`src/sv/mpa_pkg.sv`:
```
// Package: sizes, state type and scan structs for the min/max pop accumulator.
`timescale 1ns / 1ps
package mpa_pkg;

  localparam int CAPACITY   = 1024;
  localparam int VALUE_BITS = 20;
  localparam int ADDR_W     = $clog2(CAPACITY);
  localparam int CNT_W      = $clog2(CAPACITY + 1);
  localparam int GAIN_W     = 20;
  localparam int TOTAL_W    = 48;
  localparam int BILL_W     = 20;

  typedef enum logic [2:0] {
    ST_IDLE,
    ST_SCAN,
    ST_WR_HI,
    ST_WR_LO,
    ST_RES
  } mpa_state_t;

  typedef struct packed {
    logic              issue;
    logic [ADDR_W-1:0] idx;
  } mpa_scan_req_t;

  typedef struct packed {
    logic                  done;
    logic [ADDR_W-1:0]     imin;
    logic [ADDR_W-1:0]     imax;
    logic [VALUE_BITS-1:0] vmin;
    logic [VALUE_BITS-1:0] vmax;
    logic [VALUE_BITS-1:0] vlast;
    logic [VALUE_BITS-1:0] vsec;
  } mpa_scan_res_t;

endpackage

```
`src/sv/mpa_scan.sv`:
```
// Scan tracker: follows RAM read data and records min, max and tail entries.
`timescale 1ns / 1ps
module mpa_scan import mpa_pkg::*; (
  input  logic                  clk,
  input  logic                  rst_n,
  input  mpa_scan_req_t         req,
  input  logic [VALUE_BITS-1:0] rd_data,
  input  logic [ADDR_W-1:0]     last_idx,
  output mpa_scan_res_t         res
);

  logic                  vld_d_r, vld_d_nxt;
  logic [ADDR_W-1:0]     idx_d_r, idx_d_nxt;
  logic [ADDR_W-1:0]     imin_r, imin_nxt;
  logic [ADDR_W-1:0]     imax_r, imax_nxt;
  logic [VALUE_BITS-1:0] vmin_r, vmin_nxt;
  logic [VALUE_BITS-1:0] vmax_r, vmax_nxt;
  logic [VALUE_BITS-1:0] vlast_r, vlast_nxt;
  logic [VALUE_BITS-1:0] vsec_r, vsec_nxt;
  logic [ADDR_W-1:0]     sec_idx;

  assign sec_idx = last_idx - ADDR_W'(1);

  always_comb begin
    vld_d_nxt = req.issue;
    idx_d_nxt = req.idx;
    imin_nxt  = imin_r;
    imax_nxt  = imax_r;
    vmin_nxt  = vmin_r;
    vmax_nxt  = vmax_r;
    vlast_nxt = vlast_r;
    vsec_nxt  = vsec_r;
    if (vld_d_r) begin
      if (idx_d_r == '0) begin
        imin_nxt = '0;
        imax_nxt = '0;
        vmin_nxt = rd_data;
        vmax_nxt = rd_data;
      end else begin
        if (rd_data < vmin_r) begin
          imin_nxt = idx_d_r;
          vmin_nxt = rd_data;
        end
        if (rd_data >= vmax_r) begin
          imax_nxt = idx_d_r;
          vmax_nxt = rd_data;
        end
      end
      if (idx_d_r == last_idx) begin
        vlast_nxt = rd_data;
      end
      if (idx_d_r == sec_idx) begin
        vsec_nxt = rd_data;
      end
    end
  end

  always_ff @(posedge clk) begin
    if (!rst_n) begin
      vld_d_r <= 1'b0;
    end else begin
      vld_d_r <= vld_d_nxt;
    end
    idx_d_r <= idx_d_nxt;
    imin_r  <= imin_nxt;
    imax_r  <= imax_nxt;
    vmin_r  <= vmin_nxt;
    vmax_r  <= vmax_nxt;
    vlast_r <= vlast_nxt;
    vsec_r  <= vsec_nxt;
  end

  always_comb begin
    res.done  = vld_d_r && (idx_d_r == last_idx);
    res.imin  = imin_r;
    res.imax  = imax_r;
    res.vmin  = vmin_r;
    res.vmax  = vmax_r;
    res.vlast = vlast_r;
    res.vsec  = vsec_r;
  end

endmodule

```
`config.mk`:
```
export PLATFORM = sky130hd
export DESIGN_NAME = mpa_scan
export DESIGN_NICKNAME = d
export VERILOG_FILES = /design/src/sv/mpa_pkg.sv /design/src/sv/mpa_scan.sv
export SDC_FILE = /design/constraint.sdc
export NUM_CORES = 1
export LEC_CHECK = 0
export BUFFER_PORTS_ARGS = -buffer_cell sky130_fd_sc_hd__clkbuf_2
export CAP_MARGIN = 30
export CORE_ASPECT_RATIO = 0.5
export CORE_UTILIZATION = 50
export DETAILED_ROUTE_END_ITERATION = 6
export PLACE_DENSITY = 0.78
export SLEW_MARGIN = 20
export SYNTH_ARGS = -nofsm -noshare
export SYNTH_HDL_FRONTEND = slang
export SYNTH_SLANG_ARGS = --single-unit
```
`constraint.sdc`:
```
create_clock -name clk -period 4.64 [get_ports clk]
set_input_delay 0.232 -clock clk [delete_from_list [all_inputs] [get_ports clk]]
set_output_delay 0.232 -clock clk [all_outputs]
set_load 0.03 [all_outputs]
```
==> metrics.md <==
| Metric | Value |
|---|---|
| Vias in the first global route | `2862` |
| Gr busiest metal | `met2` |
| DR WL/cell | `~16 um` |
| Worst slew margin | `0.452` |
| FFs w/ async S/R, synth | `0` |
| Global routing met3 resource utilization | `0.0534` |
| Synthesized area per cell | `~15 sq um` |
| Post-CTS Setup Bufs | `0` |
| Final period util | `0.640` |
| Outcome | `finished, final reports clean` |
| Crit Reg-Reg Startpoint | `idx_d_r[2]` |
| Post-synthesis sequential area ratio | `0.701` |
| GRT Total Usage | `0.206` |
| Max Clk Rate | `337 MHz` |
| Max Transition Viols Final | `0` |
| Drt total wl | `around 9300 um` |
| Hold path startpoint | `req[10]` |
| Post-Syn Instances | `slightly above 300` |
| Post-synth EDFFs | `100` |
| Most frequent cells in the layout | `143 x clkbuf_2, 100 x edfxtp_1, 42 x inv_1` |
| Minimum clock period | `a little under 3 ns` |
| Starting Density | `0.522` |
| Initial DRC count | `141` |
| Net Count, Synth | `between 300 and 400` |
| Worst-Skew Late Latency | `0.34 ns` |
| Crit path kind | `reg -> out` |
| Num Clock Sinks | `about 110` |
| Final setup TNS | `0 ns` |
| Mux cell area share after synthesis | `0` |
| Worst path cell trace | `xnor2_1 > nand2_1 > or4_1 > nor4b_4 > clkbuf_2` |
| Core region area | `8800 sq um` |
| Min-Delay Endpoint | `vld_d_r` |
| Root Driver | `clkbuf_16` |
| Gpl congestion | `between 0.8 and 0.9` |
| Critical Path Start Type | `flop` |
| Hold Fails Final Rpt | `0` |
| #FFs+latches synth | `around 110` |
| Layout Cells excl Fill | `slightly below 600` |
| Vert. Die Dim | `69.8 um` |
| Hold path cells | `2` |
| Die footprint | `between 9000 and 10000 sq um` |
| Critical Path AT | `between 2 and 3 ns` |
| Final net count | `between 500 and 600` |
| Post-Place Worst Slack | `1.69 ns` |
| Reg2Reg Setup Slack | `1.84 ns` |
| Longest Clk Path Bufs | `2` |
| Clock slew at reported path FFs | `around 0.07 ns` |
| Rows | `24` |
| First-pass GRT wire length | `14600 um` |
| Post-layout total power | `2.08 mW` |
| DRT Pass-1 Iters | `5` |
| Post-Synth XOR/XNOR Area | `0.0248` |
| Worst R2R Path Depth | `5` |
| Cell Pwr Density | `~350 nW/um^2` |
| Final ANT Viol Nets | `0` |
| PortBufs | `143` |
| Largest net degree at the start of global routing | `31` |
| Synth Area in Simple Gates | `0.0689` |
| Commonest non-fill, non-tap cell in the layout | `clkbuf_2` |
| Slowest cell delay on critical path | `a little under 0.8 ns` |
| DIE WIDTH | `approximately 140 um` |
| R2R Path End | `imin_r[2]` |
| Synth Cell Area | `around 4600 sq um` |
| Worst Tran Pin Value | `~0.82 ns` |
| Vias | `slightly below 3000` |
| Final Setup Violations | `0` |
| Clock Skews | `roughly 0.0070 ns` |
| Peak supply drop | `~0.00020 V` |
| DRC Markers | `0` |
| Ant diodes | `0` |
| Post-synthesis adder-cell area fraction | `0.109` |
| Leak pwr | `around 2.5 nW` |
| Synth Area in Compound Gates | `0.0539` |
| Placed cells | `563` |
| H-Tree Depth | `3` |
| P&R area growth vs syn | `28.8%` |
| Crit-path slowest cell | `nor4b_4` |
| Hpwl dp | `6990 um` |
| Resize count post-CTS | `0` |
| Most common flop cell mapped by yosys | `edfxtp_1` |
| Netlist cell types | `36` |
| I/O pin total | `around 140` |
| Antenna violations before repair | `0` |
| CTS tree | `done` |
| Largest family of logic cells by synthesized area | `adder cells` |
| Final worst slack | `1.67 ns` |
| YS warnings | `0` |
| FILL cells | `about 650` |
| M2 GR Usage | `0.337` |
| TritonCTS Buffers | `9` |
| Met1 GRT Util | `0.272` |
| Crit path required time | `4.41 ns` |
| Max-Cap Viols | `0` |
| Total congestion overflow | `0` |
| CP endpoint kind | `primary output` |
| Vias/cell | `~5.0` |
| Max Fanout on Critical Path | `9` |
| RSZ-0062 raised after global routing | `no` |
| Final core utilization | `0.673` |
| Hold Crit Class | `in -> reg` |
| Proportion of layout cells with a drive suffix above 1 | `0.359` |
==> power by group <==
group	switching (mW)	total, mW	internal, mW
logic	0.125	0.199	0.0735
clock network	0.334	0.748	0.414
registers	0.0140	1.13	1.12
==> synth_stat cells, drive strengths merged (2+ instances only) <==
cell type  number  area [sq um]
a21oi          14          70.1
xor2            3          26.3
a21o            4          30.0
nand2b          2          12.5
nand3           7          35.0
nor2           13          48.8
nand4           8          50.1
nand2           7          26.3
ha             40           500
or4             4          30.0
inv            42           158
a211oi          4          30.0
edfxtp        100          3000
xnor2          10          87.6
and2            2          12.5
nor4            3          33.8
dfxtp          11           220
clkbuf         10          37.5
and2b           2          17.5
nor3            2          15.0
o21ai           9          45.0
==> through the flow <==
stage,cell area (sq um),hold slack [ns]
after CTS,5910,0.111
final,5920,0.109
after floorplan,4600,0.260
after detailed placement,5520,0.336
after global routing,5920,0.110
after global placement,5490,0.337
==> worst max-delay path, delay by kind of cell, from the launching register on <==
kind / cells / cell delay [ns]
simple gates: 3 / 1.36
xor+xnor: 1 / 0.33
buf+inv: 1 / 0.33
flops: 1 / 0.36
==> area by class of cell <==
class                           count  area, sq um  area share
Clock buffer                        9          225      0.0380
Clock inverter                      7         63.8      0.0108
Inverter                           42          158      0.0266
Multi-Input combinational cell    147         1230       0.208
Sequential cell                   111         3220       0.544
Tap cell                          117          146      0.0247
Timing Repair Buffer              157          873       0.147
==> logic make-up after synthesis <==
family	count (synthesis)
AO/OA/AOI/OAI	39
buffers and inverters	52
AND/OR/NAND/NOR	55
XOR/XNOR	13
adder cells (fa/ha/maj)	40
flip-flops	111
==> how the worst max path moves through the flow <==
| stage | from | to | slack (ns) | depth (start not counted) |
|---|---|---|---|---|
| floorplan | idx_d_r[2] | imax_r[0] | 1.21 | 4 |
| global placement | idx_d_r[2] | imax_r[1] | 1.74 | 4 |
| detailed placement | idx_d_r[2] | vmin_r[8] | 1.69 | 4 |
| CTS | idx_d_r[2] | imin_r[2] | 1.67 | 4 |
| global route | idx_d_r[7] | res[100] | 1.54 | 5 |
| finish | idx_d_r[7] | res[100] | 1.67 | 5 |
==> sequential cells by signal (all words and copies together) (netlist names) <==
name,count
vld_d_r,1
imin_r,10
vmax_r,20
idx_d_r,10
vsec_r,20
imax_r,10
vlast_r,20
vmin_r,20
==> metal layers <==
metal / vias to the layer above / share of wire
li1: 1445 / -
met1: 1415 / 0.43
met2: 101 / 0.49
met3: 12 / 0.066
met4: 0 / 0.013
met5: - / 0
==> what timing repair did <==
action                                 CTS  global route
hold buffers                            10             0
endpoints found under the hold margin   10             0
setup endpoints to repair                0             0
No activity file was read; power rests on OpenSTA's default activity.
